### config.mk
export PLATFORM = sky130hd
export DESIGN_NAME = temperature_monitor_trip_top
export DESIGN_NICKNAME = d
export VERILOG_FILES = /design/src/hw/rtl/tmt_pkg.sv /design/src/hw/rtl/tmt_front.sv /design/src/hw/rtl/tmt_div.sv /design/src/hw/rtl/tmt_back.sv /design/src/hw/rtl/temperature_monitor_trip_top.sv
export SDC_FILE = /design/constraint.sdc
export NUM_CORES = 1
export LEC_CHECK = 0
export BUFFER_PORTS_ARGS = -buffer_cell sky130_fd_sc_hd__buf_2
export CORE_ASPECT_RATIO = 0.6
export CORE_MARGIN = 5
export CORE_UTILIZATION = 44
export CTS_CLUSTER_SIZE = 24
export DETAILED_ROUTE_END_ITERATION = 10
export GPL_ROUTABILITY_DRIVEN = 0
export SLEW_MARGIN = 20
export SYNTH_ARGS = -nofsm -noshare
export SYNTH_HDL_FRONTEND = slang
export SYNTH_HIERARCHICAL = 1
export SYNTH_SLANG_ARGS = --single-unit
### constraint.sdc
create_clock -name i_clk -period 6.9 [get_ports i_clk]
set_input_delay 0.345 -clock i_clk [delete_from_list [all_inputs] [get_ports i_clk]]
set_output_delay 0.345 -clock i_clk [all_outputs]
set_load 0.005 [all_outputs]
### src/hw/rtl/tmt_pkg.sv
// Shared types and constants of the temperature monitor trip block.
// No dependencies; every other file imports this package.
package tmt_pkg;

    localparam int LIMIT_BITS  = 15;
    localparam int TRIP_BITS   = 4;
    localparam int RUN_BITS    = 4;
    localparam int SUM_BITS    = 32;
    localparam int QUEUE_DEPTH = 2;
    localparam int CFG_DATA_BITS = 32;
    localparam int CFG_ADDR_BITS = 3;

    localparam logic [LIMIT_BITS-1:0] LIMIT_RESET = 15'd1280;
    localparam logic [TRIP_BITS-1:0]  TRIP_RESET  = 4'd3;
    localparam logic [RUN_BITS-1:0]   RUN_MAX     = 4'd15;
    localparam logic [SUM_BITS-1:0]   SUM_MAX     = {1'b0, {(SUM_BITS-1){1'b1}}};
    localparam logic [SUM_BITS-1:0]   SUM_MIN     = {1'b1, {(SUM_BITS-1){1'b0}}};

    // register index, taken from paddr bit 2
    localparam logic REG_TEMP_LIMIT = 1'b0;
    localparam logic REG_TRIP_COUNT = 1'b1;

    typedef struct packed {
        logic [LIMIT_BITS-1:0] temp_limit;
        logic [TRIP_BITS-1:0]  trip_count;
    } t_cfg;

    typedef struct packed {
        logic over_limit;
        logic shutdown;
        logic session_end;
    } t_flags;

    typedef enum logic {
        ST_IDLE,
        ST_DIV
    } t_state;

endpackage

### src/hw/rtl/tmt_front.sv
// Front end: takes samples, tags the session-ending zero sample and
// holds them in a two-entry queue for the back end. Uses tmt_pkg.
module tmt_front #(
    parameter int SAMPLE_BITS = 16
) (
    input  logic                   i_clk,
    input  logic                   i_rst_n,
    input  logic                   i_push,
    output logic                   o_full,
    input  logic [SAMPLE_BITS-1:0] i_sample,
    output logic                   o_item_valid,
    output logic [SAMPLE_BITS-1:0] o_item_sample,
    output logic                   o_item_zero,
    input  logic                   i_item_take
);
    import tmt_pkg::*;

    localparam int PTR_BITS  = (QUEUE_DEPTH > 1) ? $clog2(QUEUE_DEPTH) : 1;
    localparam int FILL_BITS = $clog2(QUEUE_DEPTH + 1);
    localparam logic [FILL_BITS-1:0] FILL_FULL = FILL_BITS'(QUEUE_DEPTH);

    logic [SAMPLE_BITS-1:0] r_slot_sample [QUEUE_DEPTH];
    logic                   r_slot_zero   [QUEUE_DEPTH];
    logic [PTR_BITS-1:0]    r_wr_ptr;
    logic [PTR_BITS-1:0]    r_rd_ptr;
    logic [FILL_BITS-1:0]   r_fill;
    logic                   wr_en;
    logic                   rd_en;

    assign o_full        = (r_fill == FILL_FULL);
    assign o_item_valid  = (r_fill != '0);
    assign o_item_sample = r_slot_sample[r_rd_ptr];
    assign o_item_zero   = r_slot_zero[r_rd_ptr];
    assign wr_en         = i_push && !o_full;
    assign rd_en         = i_item_take && o_item_valid;

    always_ff @(posedge i_clk) begin
        if (wr_en) begin
            r_slot_sample[r_wr_ptr] <= i_sample;
            r_slot_zero[r_wr_ptr]   <= (i_sample == '0);
        end
    end

    always_ff @(posedge i_clk) begin
        if (!i_rst_n) begin
            r_wr_ptr <= '0;
            r_rd_ptr <= '0;
            r_fill   <= '0;
        end else begin
            if (wr_en) begin
                r_wr_ptr <= (r_wr_ptr == PTR_BITS'(QUEUE_DEPTH - 1)) ? '0 : r_wr_ptr + 1'b1;
            end
            if (rd_en) begin
                r_rd_ptr <= (r_rd_ptr == PTR_BITS'(QUEUE_DEPTH - 1)) ? '0 : r_rd_ptr + 1'b1;
            end
            r_fill <= r_fill + FILL_BITS'(wr_en) - FILL_BITS'(rd_en);
        end
    end

`ifndef NO_ASSERTIONS
    a_fill_bound: assert property (@(posedge i_clk) disable iff (!i_rst_n)
        r_fill <= FILL_FULL)
        else $error("front queue fill beyond depth");
`endif

endmodule

### src/hw/rtl/tmt_div.sv
// Iterative signed-by-unsigned divider for the session mean, one quotient
// bit per cycle, truncating toward zero. Uses tmt_pkg.
module tmt_div #(
    parameter int COUNT_BITS = 16
) (
    input  logic                           i_clk,
    input  logic                           i_rst_n,
    input  logic                           i_start,
    input  logic [tmt_pkg::SUM_BITS-1:0]   i_dividend,
    input  logic [COUNT_BITS-1:0]          i_divisor,
    output logic                           o_done,
    output logic [tmt_pkg::SUM_BITS-1:0]   o_quotient
);
    import tmt_pkg::*;

    localparam int STEP_BITS = $clog2(SUM_BITS);
    localparam logic [STEP_BITS-1:0] STEP_LAST = STEP_BITS'(SUM_BITS - 1);

    logic                  r_busy;
    logic                  r_done;
    logic [STEP_BITS-1:0]  r_step;
    logic                  r_neg;
    logic [SUM_BITS-1:0]   r_quo;
    logic [COUNT_BITS:0]   r_rem;
    logic [COUNT_BITS-1:0] r_den;
    logic [COUNT_BITS:0]   shifted;
    logic                  fits;

    assign shifted    = {r_rem[COUNT_BITS-1:0], r_quo[SUM_BITS-1]};
    assign fits       = (shifted >= {1'b0, r_den});
    assign o_done     = r_done;
    assign o_quotient = r_neg ? (~r_quo + 1'b1) : r_quo;

    always_ff @(posedge i_clk) begin
        if (i_start) begin
            r_neg <= i_dividend[SUM_BITS-1];
            r_quo <= i_dividend[SUM_BITS-1] ? (~i_dividend + 1'b1) : i_dividend;
            r_rem <= '0;
            r_den <= i_divisor;
        end else if (r_busy) begin
            r_rem <= fits ? (shifted - {1'b0, r_den}) : shifted;
            r_quo <= {r_quo[SUM_BITS-2:0], fits};
        end
    end

    always_ff @(posedge i_clk) begin
        if (!i_rst_n) begin
            r_busy <= 1'b0;
            r_done <= 1'b0;
            r_step <= '0;
        end else begin
            r_done <= 1'b0;
            if (i_start) begin
                r_busy <= 1'b1;
                r_step <= '0;
            end else if (r_busy) begin
                r_step <= r_step + 1'b1;
                if (r_step == STEP_LAST) begin
                    r_busy <= 1'b0;
                    r_done <= 1'b1;
                end
            end
        end
    end

`ifndef NO_ASSERTIONS
    a_start_idle: assert property (@(posedge i_clk) disable iff (!i_rst_n)
        i_start |-> !r_busy && !r_done)
        else $error("divider restarted while busy");
    a_done_after_busy: assert property (@(posedge i_clk) disable iff (!i_rst_n)
        r_done |-> $past(r_busy))
        else $error("divider done without a run");
`endif

endmodule

### src/hw/rtl/tmt_back.sv
// Back end: updates session statistics per sample, runs the mean division
// at session end and holds the result for transfer. Uses tmt_pkg, tmt_div.
module tmt_back #(
    parameter int SAMPLE_BITS = 16,
    parameter int COUNT_BITS  = 16
) (
    input  logic                                i_clk,
    input  logic                                i_rst_n,
    input  tmt_pkg::t_cfg                       i_cfg,
    input  logic                                i_item_valid,
    input  logic [SAMPLE_BITS-1:0]              i_item_sample,
    input  logic                                i_item_zero,
    output logic                                o_item_take,
    output logic                                o_div_start,
    output logic [tmt_pkg::SUM_BITS-1:0]        o_div_dividend,
    output logic [COUNT_BITS-1:0]               o_div_divisor,
    input  logic                                i_div_done,
    input  logic [tmt_pkg::SUM_BITS-1:0]        i_div_quotient,
    input  logic                                i_pop,
    output logic                                o_empty,
    output tmt_pkg::t_flags                     o_flags,
    output logic [tmt_pkg::RUN_BITS-1:0]        o_run_length,
    output logic [COUNT_BITS-1:0]               o_reading_count,
    output logic [COUNT_BITS-1:0]               o_above_count,
    output logic [SAMPLE_BITS-1:0]              o_max_temp,
    output logic [SAMPLE_BITS-1:0]              o_min_temp,
    output logic [SAMPLE_BITS-1:0]              o_mean_temp
);
    import tmt_pkg::*;

    localparam int CMP_BITS = ((SAMPLE_BITS > LIMIT_BITS) ? SAMPLE_BITS : LIMIT_BITS) + 1;
    localparam logic [COUNT_BITS-1:0] CNT_MAX = '1;

    t_state                  r_state;
    t_state                  n_state;

    logic [SUM_BITS-1:0]     r_sum;
    logic [COUNT_BITS-1:0]   r_count;
    logic [COUNT_BITS-1:0]   r_above;
    logic [RUN_BITS-1:0]     r_run;
    logic signed [SAMPLE_BITS-1:0] r_max;
    logic signed [SAMPLE_BITS-1:0] r_min;

    logic                    r_out_valid;
    t_flags                  r_res_flags;
    logic [RUN_BITS-1:0]     r_res_run;
    logic [COUNT_BITS-1:0]   r_res_count;
    logic [COUNT_BITS-1:0]   r_res_above;
    logic [SAMPLE_BITS-1:0]  r_res_max;
    logic [SAMPLE_BITS-1:0]  r_res_min;
    logic [SAMPLE_BITS-1:0]  r_res_mean;

    logic signed [SAMPLE_BITS-1:0] s;
    logic signed [CMP_BITS-1:0]    s_cmp;
    logic signed [CMP_BITS-1:0]    limit_cmp;
    logic [SUM_BITS:0]       sum_wide;
    logic                    over;
    logic [SUM_BITS-1:0]     st_sum;
    logic [COUNT_BITS-1:0]   st_count;
    logic [COUNT_BITS-1:0]   st_above;
    logic [RUN_BITS-1:0]     st_run;
    logic signed [SAMPLE_BITS-1:0] st_max;
    logic signed [SAMPLE_BITS-1:0] st_min;
    t_flags                  flags;
    logic                    out_free;
    logic                    take;
    logic                    load;

    assign s         = $signed(i_item_sample);
    assign s_cmp     = $signed({{(CMP_BITS-SAMPLE_BITS){i_item_sample[SAMPLE_BITS-1]}},
                                i_item_sample});
    assign limit_cmp = $signed({{(CMP_BITS-LIMIT_BITS){1'b0}}, i_cfg.temp_limit});
    assign over      = (s_cmp > limit_cmp);
    assign sum_wide  = {r_sum[SUM_BITS-1], r_sum}
                     + {{(SUM_BITS+1-SAMPLE_BITS){i_item_sample[SAMPLE_BITS-1]}},
                        i_item_sample};
    assign out_free  = !r_out_valid || i_pop;

    // statistics after this sample, before any session clear
    always_comb begin
        st_sum   = r_sum;
        st_count = r_count;
        st_above = r_above;
        st_run   = r_run;
        st_max   = r_max;
        st_min   = r_min;
        if (!i_item_zero) begin
            if (r_count == '0) begin
                st_max = s;
                st_min = s;
            end else begin
                if (s > r_max) st_max = s;
                if (s < r_min) st_min = s;
            end
            if (r_count != CNT_MAX) begin
                if (sum_wide[SUM_BITS] != sum_wide[SUM_BITS-1]) begin
                    st_sum = sum_wide[SUM_BITS] ? SUM_MIN : SUM_MAX;
                end else begin
                    st_sum = sum_wide[SUM_BITS-1:0];
                end
                st_count = r_count + 1'b1;
            end
            if (over) begin
                if (r_above != CNT_MAX) st_above = r_above + 1'b1;
                if (r_run != RUN_MAX)   st_run   = r_run + 1'b1;
            end else begin
                st_run = '0;
            end
        end
        flags.over_limit  = !i_item_zero && over;
        flags.shutdown    = !i_item_zero && (st_run >= i_cfg.trip_count);
        flags.session_end = i_item_zero || flags.shutdown;
    end

    always_comb begin
        n_state     = r_state;
        take        = 1'b0;
        load        = 1'b0;
        o_div_start = 1'b0;
        case (r_state)
            ST_IDLE: begin
                if (i_item_valid && out_free) begin
                    take = 1'b1;
                    if (flags.session_end && st_count != '0) begin
                        o_div_start = 1'b1;
                        n_state     = ST_DIV;
                    end else begin
                        load = 1'b1;
                    end
                end
            end
            ST_DIV: begin
                if (i_div_done) begin
                    load    = 1'b1;
                    n_state = ST_IDLE;
                end
            end
            default: begin
                n_state = ST_IDLE;
            end
        endcase
    end

    assign o_item_take    = take;
    assign o_div_dividend = st_sum;
    assign o_div_divisor  = st_count;

    always_ff @(posedge i_clk) begin
        if (!i_rst_n) begin
            r_state <= ST_IDLE;
        end else begin
            r_state <= n_state;
        end
    end

    always_ff @(posedge i_clk) begin
        if (!i_rst_n) begin
            r_sum       <= '0;
            r_count     <= '0;
            r_above     <= '0;
            r_run       <= '0;
            r_max       <= '0;
            r_min       <= '0;
            r_out_valid <= 1'b0;
        end else begin
            if (take) begin
                if (flags.session_end) begin
                    r_sum   <= '0;
                    r_count <= '0;
                    r_above <= '0;
                    r_run   <= '0;
                    r_max   <= '0;
                    r_min   <= '0;
                end else begin
                    r_sum   <= st_sum;
                    r_count <= st_count;
                    r_above <= st_above;
                    r_run   <= st_run;
                    r_max   <= st_max;
                    r_min   <= st_min;
                end
            end
            if (load) begin
                r_out_valid <= 1'b1;
            end else if (i_pop) begin
                r_out_valid <= 1'b0;
            end
        end
    end

    // capture the result at take; the mean lands when the divider finishes
    always_ff @(posedge i_clk) begin
        if (take) begin
            r_res_flags <= flags;
            r_res_run   <= st_run;
            r_res_count <= st_count;
            r_res_above <= st_above;
            r_res_max   <= st_max;
            r_res_min   <= st_min;
            r_res_mean  <= '0;
        end else if (r_state == ST_DIV && i_div_done) begin
            r_res_mean  <= i_div_quotient[SAMPLE_BITS-1:0];
        end
    end

    assign o_empty         = !r_out_valid;
    assign o_flags         = r_res_flags;
    assign o_run_length    = r_res_run;
    assign o_reading_count = r_res_count;
    assign o_above_count   = r_res_above;
    assign o_max_temp      = r_res_max;
    assign o_min_temp      = r_res_min;
    assign o_mean_temp     = r_res_mean;

`ifndef NO_ASSERTIONS
    a_div_no_result: assert property (@(posedge i_clk) disable iff (!i_rst_n)
        r_state == ST_DIV |-> !r_out_valid)
        else $error("result shown while mean still in progress");
    a_done_in_div: assert property (@(posedge i_clk) disable iff (!i_rst_n)
        i_div_done |-> r_state == ST_DIV)
        else $error("divider finished outside the division state");
`endif

endmodule

### src/hw/rtl/temperature_monitor_trip_top.sv
// Top level of the over-temperature monitor: configuration registers and
// the front queue, back end and mean divider. Uses tmt_pkg and all tmt_ modules.
// Usage:
//   Samples enter as a queue: drive i_temp_sample with push high; the sample
//   transfers at a clock edge where full is low. Results leave as a queue: the
//   oldest result is on the o_ ports while empty is low and transfers on an
//   edge with pop high. One result per sample.
//   Flow: a sample is written into the front queue, taken by the back end and
//   registered as a result; a sample that ends a session holding readings
//   first waits for the 32-step bit-per-cycle mean divider. Ordinary samples sustain
//   one per cycle while results are popped; a session end blocks the back end for the division.
//   A two-entry queue sits between front and back, so samples keep
//   transferring while a result waits or the mean is computed; once it fills,
//   full rises and holds until the back end takes a sample again.
//   Registers (APB, pready always high): temp_limit at 0x0, trip_count at
//   0x4. A write of zero to either register is ignored. Write them only when
//   no sample is in flight.
//   Reset (synchronous, active low) restores temp_limit 1280, trip_count 3,
//   clears all session statistics and empties both queues.
module temperature_monitor_trip_top #(
    parameter int SAMPLE_BITS = 16,
    parameter int COUNT_BITS  = 16
) (
    input  logic                                i_clk,
    input  logic                                i_rst_n,
    input  logic                                psel,
    input  logic                                penable,
    input  logic                                pwrite,
    input  logic [tmt_pkg::CFG_ADDR_BITS-1:0]   paddr,
    input  logic [tmt_pkg::CFG_DATA_BITS-1:0]   pwdata,
    output logic [tmt_pkg::CFG_DATA_BITS-1:0]   prdata,
    output logic                                pready,
    input  logic                                push,
    output logic                                full,
    input  logic [SAMPLE_BITS-1:0]              i_temp_sample,
    output logic                                empty,
    input  logic                                pop,
    output logic                                o_over_limit,
    output logic [tmt_pkg::RUN_BITS-1:0]        o_run_length,
    output logic                                o_shutdown,
    output logic                                o_session_end,
    output logic [COUNT_BITS-1:0]               o_reading_count,
    output logic [COUNT_BITS-1:0]               o_above_count,
    output logic [SAMPLE_BITS-1:0]              o_max_temp,
    output logic [SAMPLE_BITS-1:0]              o_min_temp,
    output logic [SAMPLE_BITS-1:0]              o_mean_temp
);
    import tmt_pkg::*;

    t_cfg                   r_cfg;
    logic                   cfg_wr;
    logic                   item_valid;
    logic [SAMPLE_BITS-1:0] item_sample;
    logic                   item_zero;
    logic                   item_take;
    logic                   div_start;
    logic [SUM_BITS-1:0]    div_dividend;
    logic [COUNT_BITS-1:0]  div_divisor;
    logic                   div_done;
    logic [SUM_BITS-1:0]    div_quotient;
    t_flags                 flags;

    assign pready = 1'b1;
    assign cfg_wr = psel && penable && pwrite && pready;

    always_ff @(posedge i_clk) begin
        if (!i_rst_n) begin
            r_cfg.temp_limit <= LIMIT_RESET;
            r_cfg.trip_count <= TRIP_RESET;
        end else if (cfg_wr) begin
            case (paddr[2])
                REG_TEMP_LIMIT: begin
                    if (pwdata[LIMIT_BITS-1:0] != '0) begin
                        r_cfg.temp_limit <= pwdata[LIMIT_BITS-1:0];
                    end
                end
                REG_TRIP_COUNT: begin
                    if (pwdata[TRIP_BITS-1:0] != '0) begin
                        r_cfg.trip_count <= pwdata[TRIP_BITS-1:0];
                    end
                end
                default: begin
                end
            endcase
        end
    end

    always_comb begin
        case (paddr[2])
            REG_TEMP_LIMIT: prdata = {{(CFG_DATA_BITS-LIMIT_BITS){1'b0}}, r_cfg.temp_limit};
            REG_TRIP_COUNT: prdata = {{(CFG_DATA_BITS-TRIP_BITS){1'b0}}, r_cfg.trip_count};
            default:        prdata = '0;
        endcase
    end

    tmt_front #(
        .SAMPLE_BITS (SAMPLE_BITS)
    ) u_front (
        .i_clk         (i_clk),
        .i_rst_n       (i_rst_n),
        .i_push        (push),
        .o_full        (full),
        .i_sample      (i_temp_sample),
        .o_item_valid  (item_valid),
        .o_item_sample (item_sample),
        .o_item_zero   (item_zero),
        .i_item_take   (item_take)
    );

    tmt_div #(
        .COUNT_BITS (COUNT_BITS)
    ) u_div (
        .i_clk      (i_clk),
        .i_rst_n    (i_rst_n),
        .i_start    (div_start),
        .i_dividend (div_dividend),
        .i_divisor  (div_divisor),
        .o_done     (div_done),
        .o_quotient (div_quotient)
    );

    tmt_back #(
        .SAMPLE_BITS (SAMPLE_BITS),
        .COUNT_BITS  (COUNT_BITS)
    ) u_back (
        .i_clk           (i_clk),
        .i_rst_n         (i_rst_n),
        .i_cfg           (r_cfg),
        .i_item_valid    (item_valid),
        .i_item_sample   (item_sample),
        .i_item_zero     (item_zero),
        .o_item_take     (item_take),
        .o_div_start     (div_start),
        .o_div_dividend  (div_dividend),
        .o_div_divisor   (div_divisor),
        .i_div_done      (div_done),
        .i_div_quotient  (div_quotient),
        .i_pop           (pop),
        .o_empty         (empty),
        .o_flags         (flags),
        .o_run_length    (o_run_length),
        .o_reading_count (o_reading_count),
        .o_above_count   (o_above_count),
        .o_max_temp      (o_max_temp),
        .o_min_temp      (o_min_temp),
        .o_mean_temp     (o_mean_temp)
    );

    assign o_over_limit  = flags.over_limit;
    assign o_shutdown    = flags.shutdown;
    assign o_session_end = flags.session_end;

endmodule

### Word level (Yosys, flattened, before mapping)

Memories as Yosys holds them, arrays and structs flattened. A register that Yosys moved wholly into a read port is not among the register bits.
Index checks and enable logic that the tools add are counted.

| storage, ports and cells | value |
|---|---|
| bits in registers | 284 |
| bits in latches | 0 |
| memory bits (writable) | 34 |
| bits in read-only memories | 0 |
| input bits | 58 |
| output and inout bits | 122 |
| word-level logic and storage cells | 141 |
| memories kept | 2 |

| cells by class | value |
|---|---|
| add/sub/neg operators | 12 |
| $mul | 0 |
| div/mod/pow operators | 0 |
| $lt $le $gt $ge | 5 |
| equal/unequal tests | 6 |
| shifts and indexed selects | 0 |
| multiplexer cells | 55 |
| bitwise logic cells | 6 |
| reductions and logical operators | 26 |

Memories:

| name | depth | bits a word | rd ports | clocked after Yosys merged registers in | wr ports | line | RTL |
|---|---|---|---|---|---|---|---|
| u_front.r_slot_sample | 2 | 16 | 1 | 1 | 1 | tmt_front.sv:22 | `logic [SAMPLE_BITS-1:0] r_slot_sample [QUEUE_DEPTH];` |
| u_front.r_slot_zero | 2 | 1 | 1 | 1 | 1 | tmt_front.sv:23 | `logic r_slot_zero [QUEUE_DEPTH];` |

Operator list:

| cell | count |
|---|---|
| $mux W16 | 17 |
| $mux W32 | 8 |
| $pmux W32 S2 | 1 |
| $add A16 B1 Y16 const B | 3 |
| $add A32 B16 Y33 | 1 |
| $add A32 B1 Y32 const B | 1 |
| $gt A16 B16 Y1 | 2 |
| $logic_not A16 Y1 | 2 |
| $ne A16 B16 Y1 const B | 2 |
| $not A32 Y32 | 1 |
| $mux W1 | 23 |
| $ge A17 B16 Y1 | 1 |
| $lt A16 B16 Y1 | 1 |
| $mux W4 | 4 |
| $not A16 Y16 | 1 |
| $reduce_bool A16 Y1 | 1 |
| $sub A16 B16 Y16 | 1 |
| $reduce_bool A15 Y1 | 1 |
| $logic_and A1 B1 Y1 | 9 |
| $reduce_and A3 Y1 | 2 |
| $reduce_bool A2 Y1 | 3 |
| $add A5 B1 Y5 const B | 1 |
| $eq A5 B5 Y1 const B | 1 |
| $add A4 B1 Y4 const B | 1 |
| other kinds (14) | 22 |

### Depth between registers and ports, before layout

| depth | value |
|---|---|
| depth after elaboration | 12 |
| gate-level depth with buffers | 28 |
| mapped depth without buffers | 23 |

### Hierarchy

The synthesis kept the hierarchy.

By module, submodules not included:

| module | instances | cells each | area an instance (sq um) | seq. area each (sq um) |
|---|---|---|---|---|
| tmt_back | 1 | 1310 | 11290.8 | 4494.3 |
| tmt_div | 1 | 534 | 4878.4 | 1931.9 |
| tmt_front | 1 | 85 | 1551.5 | 1121.1 |
| temperature_monitor_trip_top | 1 | 124 | 1106.1 | 380.4 |

### Worst setup path after synthesis

No wires, ideal clock.

| timing | value |
|---|---|
| path type | register to register |
| start | register with a tool-made name |
| end | register u_div.r_quo[0], enable pin |
| setup time | 0.387 ns |
| data arrival time | 5.505 ns |
| required time | 6.513 ns |
| slack | 1.008 ns |
| stages on the path, launching flop included | 27 |
| buffers on the path | 6 |
| period minus slack after synthesis | 5.892 ns |
| cell sequence | dfxtp_1 buf_6 buf_12 mux2_4 ha_1 nor2b_1 o21a_1 o21ai_1 a21o_1 a21bo_2 a21o_1 o21ai_0 a22oi_1 ha_1 nand2b_1 a21o_1 a21o_1 a21oi_1 and2_1 buf_2 clkbuf_1 a41oi_1 and2_1 clkbuf_1 nor2_1 clkbuf_1 inv_1 |

RTL lines:

| what | line | RTL |
|---|---|---|
| end signal, assigned | tmt_div.sv:37 | `r_quo <= i_dividend[SUM_BITS-1] ? (~i_dividend + 1'b1) : i_dividend;` |
| end signal, assigned | tmt_div.sv:42 | `r_quo <= {r_quo[SUM_BITS-2:0], fits};` |
| end, declared | tmt_div.sv:23 | `logic [SUM_BITS-1:0] r_quo;` |

==> summary.md <==
| Metric | Value |
|---|---|
| Post-Synthesis Cells | 2013 |
| Synth Area per Inst | 9.192 sq um |
| Slew Limit Fails | 0 |
| Final wirelength | 49290 um |
| Min cycle time layout | 6.415 ns |
| All-layer global routing usage | 0.2075 |
| Pwr dens | 501.5 mW/mm^2 |
| # hold bufs at CTS | 0 |
| Max_slew headroom | 0.2584 |
| Final #Nets | 2312 |
| Crit-path cells | mux2_4, buf_4, ha_1, a21oi_1, o21ai_0, nor3b_1, nor3b_1, o21ba_2, xor2_1, buf_4, nor2_4, nor2_1, o21ai_0, or3_4, nor4_4, or4b_4, or4_4, o31ai_4, xor2_1, a21oi_1 |
| Initial Util | 0.4434 |
| Die Y-Extent | 168.8 um |
| Post-CTS Setup Bufs | 0 |
| Fin Hold WS | 0.02229 ns |
| Clock skew | 0.01786 ns |
| Via count | 15190 |
| IO Port Bufs | 142 |
| Number of antenna diodes | 0 |
| CP max-delay cell | or4_4 |
| CTS sink count | 319 |
| Root buffer cell | clkbuf_16 |
| CTS tree | built |
| Max Root-Sink Buffers | 3 |
| Die width | 274.7 um |
| Sequential cell area | 0.007929 sq mm |
| Setup TNS | 0 ns |
| Post-DP HPWL | 36550 um |
| Drt wl/cell | 17.99 um |
| Post-Syn Area | 0.01850 sq mm |
| Place WS | 0.5450 ns |
| Footprint of the multi-input gates | 0.009741 sq mm |
| Pin count of the biggest net entering global routing | 70 |
| Hold WC Path Type | input pin to flop |
| R2R Setup Slk | 0.48 ns |
| Drt drc | 0 |
| Ys Warns | 6 |
| Peak supply drop | 242.9 uV |
| Die ar. | 0.04639 sq mm |
| Worst path max stage delay | 0.58 ns |
| Initial antenna violation count | 0 |
| Power Total | 10.50 mW |
| Initial DRC count | 1168 |
| Clock-pin slew on the worst setup and hold paths | 0.06 ns |
| CTS buffer count | 34 |
| Startpoint Class | flop |
| Vias in the first global route | 14340 |
| First-pass GRT wire length | 78070 um |
| Row Count | 58 |
| Leak | 8.292 nW |
| Status | completed |
| Final setup fails | 0 |
| Req. time, crit path | 7.14 ns |
| Fillers | 3909 |
| Crit Path Class | flop to flop |
| Setup ws final | 0.4847 ns |
| H-tree depth | 2 |
| Max-cap violation count | 0 |
| Gr ovfl total | 0 |
| Max Clk Rate | 155.9 MHz |
| Fin util | 0.5019 |
| RSZ-0062 raised after global routing | false |
| Final hold violations | 0 |
| Final ANT Viol Nets | 0 |
| Worst Tran Pin Value | 1.112 ns |
| Area grow syn2layout | 13.19% |
| Clk_lat worst skew | 0.52 ns |
| Fin crit share | 0.9298 |
| Top-level I/O count | 180 |
| Crit end category | flop |
| Vias/cell | 5.545 |
| TritonRoute pass-1 iters | 5 |
| Share of cells above drive strength 1 | 0.1452 |
| Critical path arrival | 6.65 ns |
| Core Region | 0.04173 sq mm |
| Maximum fanout along the worst path | 17 |
## worst max-delay path, delay by kind of cell, from the launching register on
family,cells,cell delay (ns)
AO/OA/AOI/OAI,6,1.05
XOR/XNOR,2,0.54
adder cells (fa/ha/maj),1,0.23
buffers and inverters,2,0.48
flip-flops,1,0.49
multiplexers,1,0.46
AND/OR/NAND/NOR,8,2.87
## layout by cell type, fill, tap and decap left out, drive strengths merged, types with 18 or more instances in the layout
| cell | instances |
|---|---|
| inv | 99 |
| edfxtp | 154 |
| a21o | 28 |
| nor4 | 24 |
| buf | 195 |
| clkbuf | 39 |
| mux2 | 26 |
| a22o | 43 |
| nand2 | 285 |
| nand3 | 54 |
| nor3 | 35 |
| dfxtp | 165 |
| nand2b | 18 |
| nor2b | 42 |
| conb | 18 |
| a21oi | 134 |
| xnor2 | 51 |
| o31ai | 22 |
| nor2 | 135 |
| nand4 | 27 |
| xor2 | 58 |
| ha | 108 |
| mux2i | 24 |
| o21ai | 161 |
## layer usage
metal  vias up  global-route usage  share of wire
met4         0             0.03660          0.014
met5         -                   0              0
li1       7486                   -              -
met2       419              0.3086           0.42
met1      7232              0.3193           0.50
met3        51             0.03712          0.072
## timing repair
item / CTS / global route
endpoints found under the hold margin: 0 / 0
setup endpoints to repair: 0 / 1
resized for setup: 0 / 1
## final timing paths
check / to / cells past startpoint / start
worst min-delay path: u_front/r_slot_sample[0][13] / 1 / i_temp_sample[13]
worst max-delay path: u_div/r_quo[27] / 20 / flop
worst min register to register: u_back/o_mean_temp[7] / 2 / u_back/o_mean_temp[7]
worst max register to register: u_div/r_quo[27] / 20 / flop
## cell type report
| type | count | area share |
|---|---|---|
| multi-input cells | 1498 | 0.4651 |
| repair buffers | 195 | 0.05293 |
| well taps | 570 | 0.03405 |
| clock inverters | 22 | 0.009440 |
| flip-flops and latches | 319 | 0.3786 |
| inverters | 96 | 0.01733 |
| clock buffers | 39 | 0.04254 |
## where the power goes
group	leakage (nW)	total [mW]	switching (mW)	internal (mW)
clock	0.540	1.83	0.786	1.05
sequential	2.81	3.09	0.336	2.76
combinational	4.94	5.58	3.57	2.00
## sequential cells by signal, summed over array words and instances (netlist names), 2 cells and up, named ones only
signal                  flops
u_back/r_sum               32
u_div/r_quo                32
u_front/r_slot_sample      32
r_cfg                      19
u_back/o_above_count       16
u_back/o_max_temp          16
u_back/o_mean_temp         16
u_back/o_min_temp          16
u_back/o_reading_count     16
u_back/r_above             16
u_back/r_count             16
u_back/r_max               16
u_back/r_min               16
u_div/r_den                16
u_div/r_rem                16
u_div/r_step                5
u_back/o_run_length         4
u_back/r_run                4
u_back/o_flags              3
u_front/r_fill              2
u_front/r_slot_zero         2
## per-stage QoR
step	instance area, sq um	cells
2_1_floorplan	18560	2029
3_3_place_gp	19850	2678
3_5_place_dp	19850	2678
4_1_cts	20930	2739
5_1_grt	20940	2739
6_report	20940	2739
(Power assumes the default switching activity.)
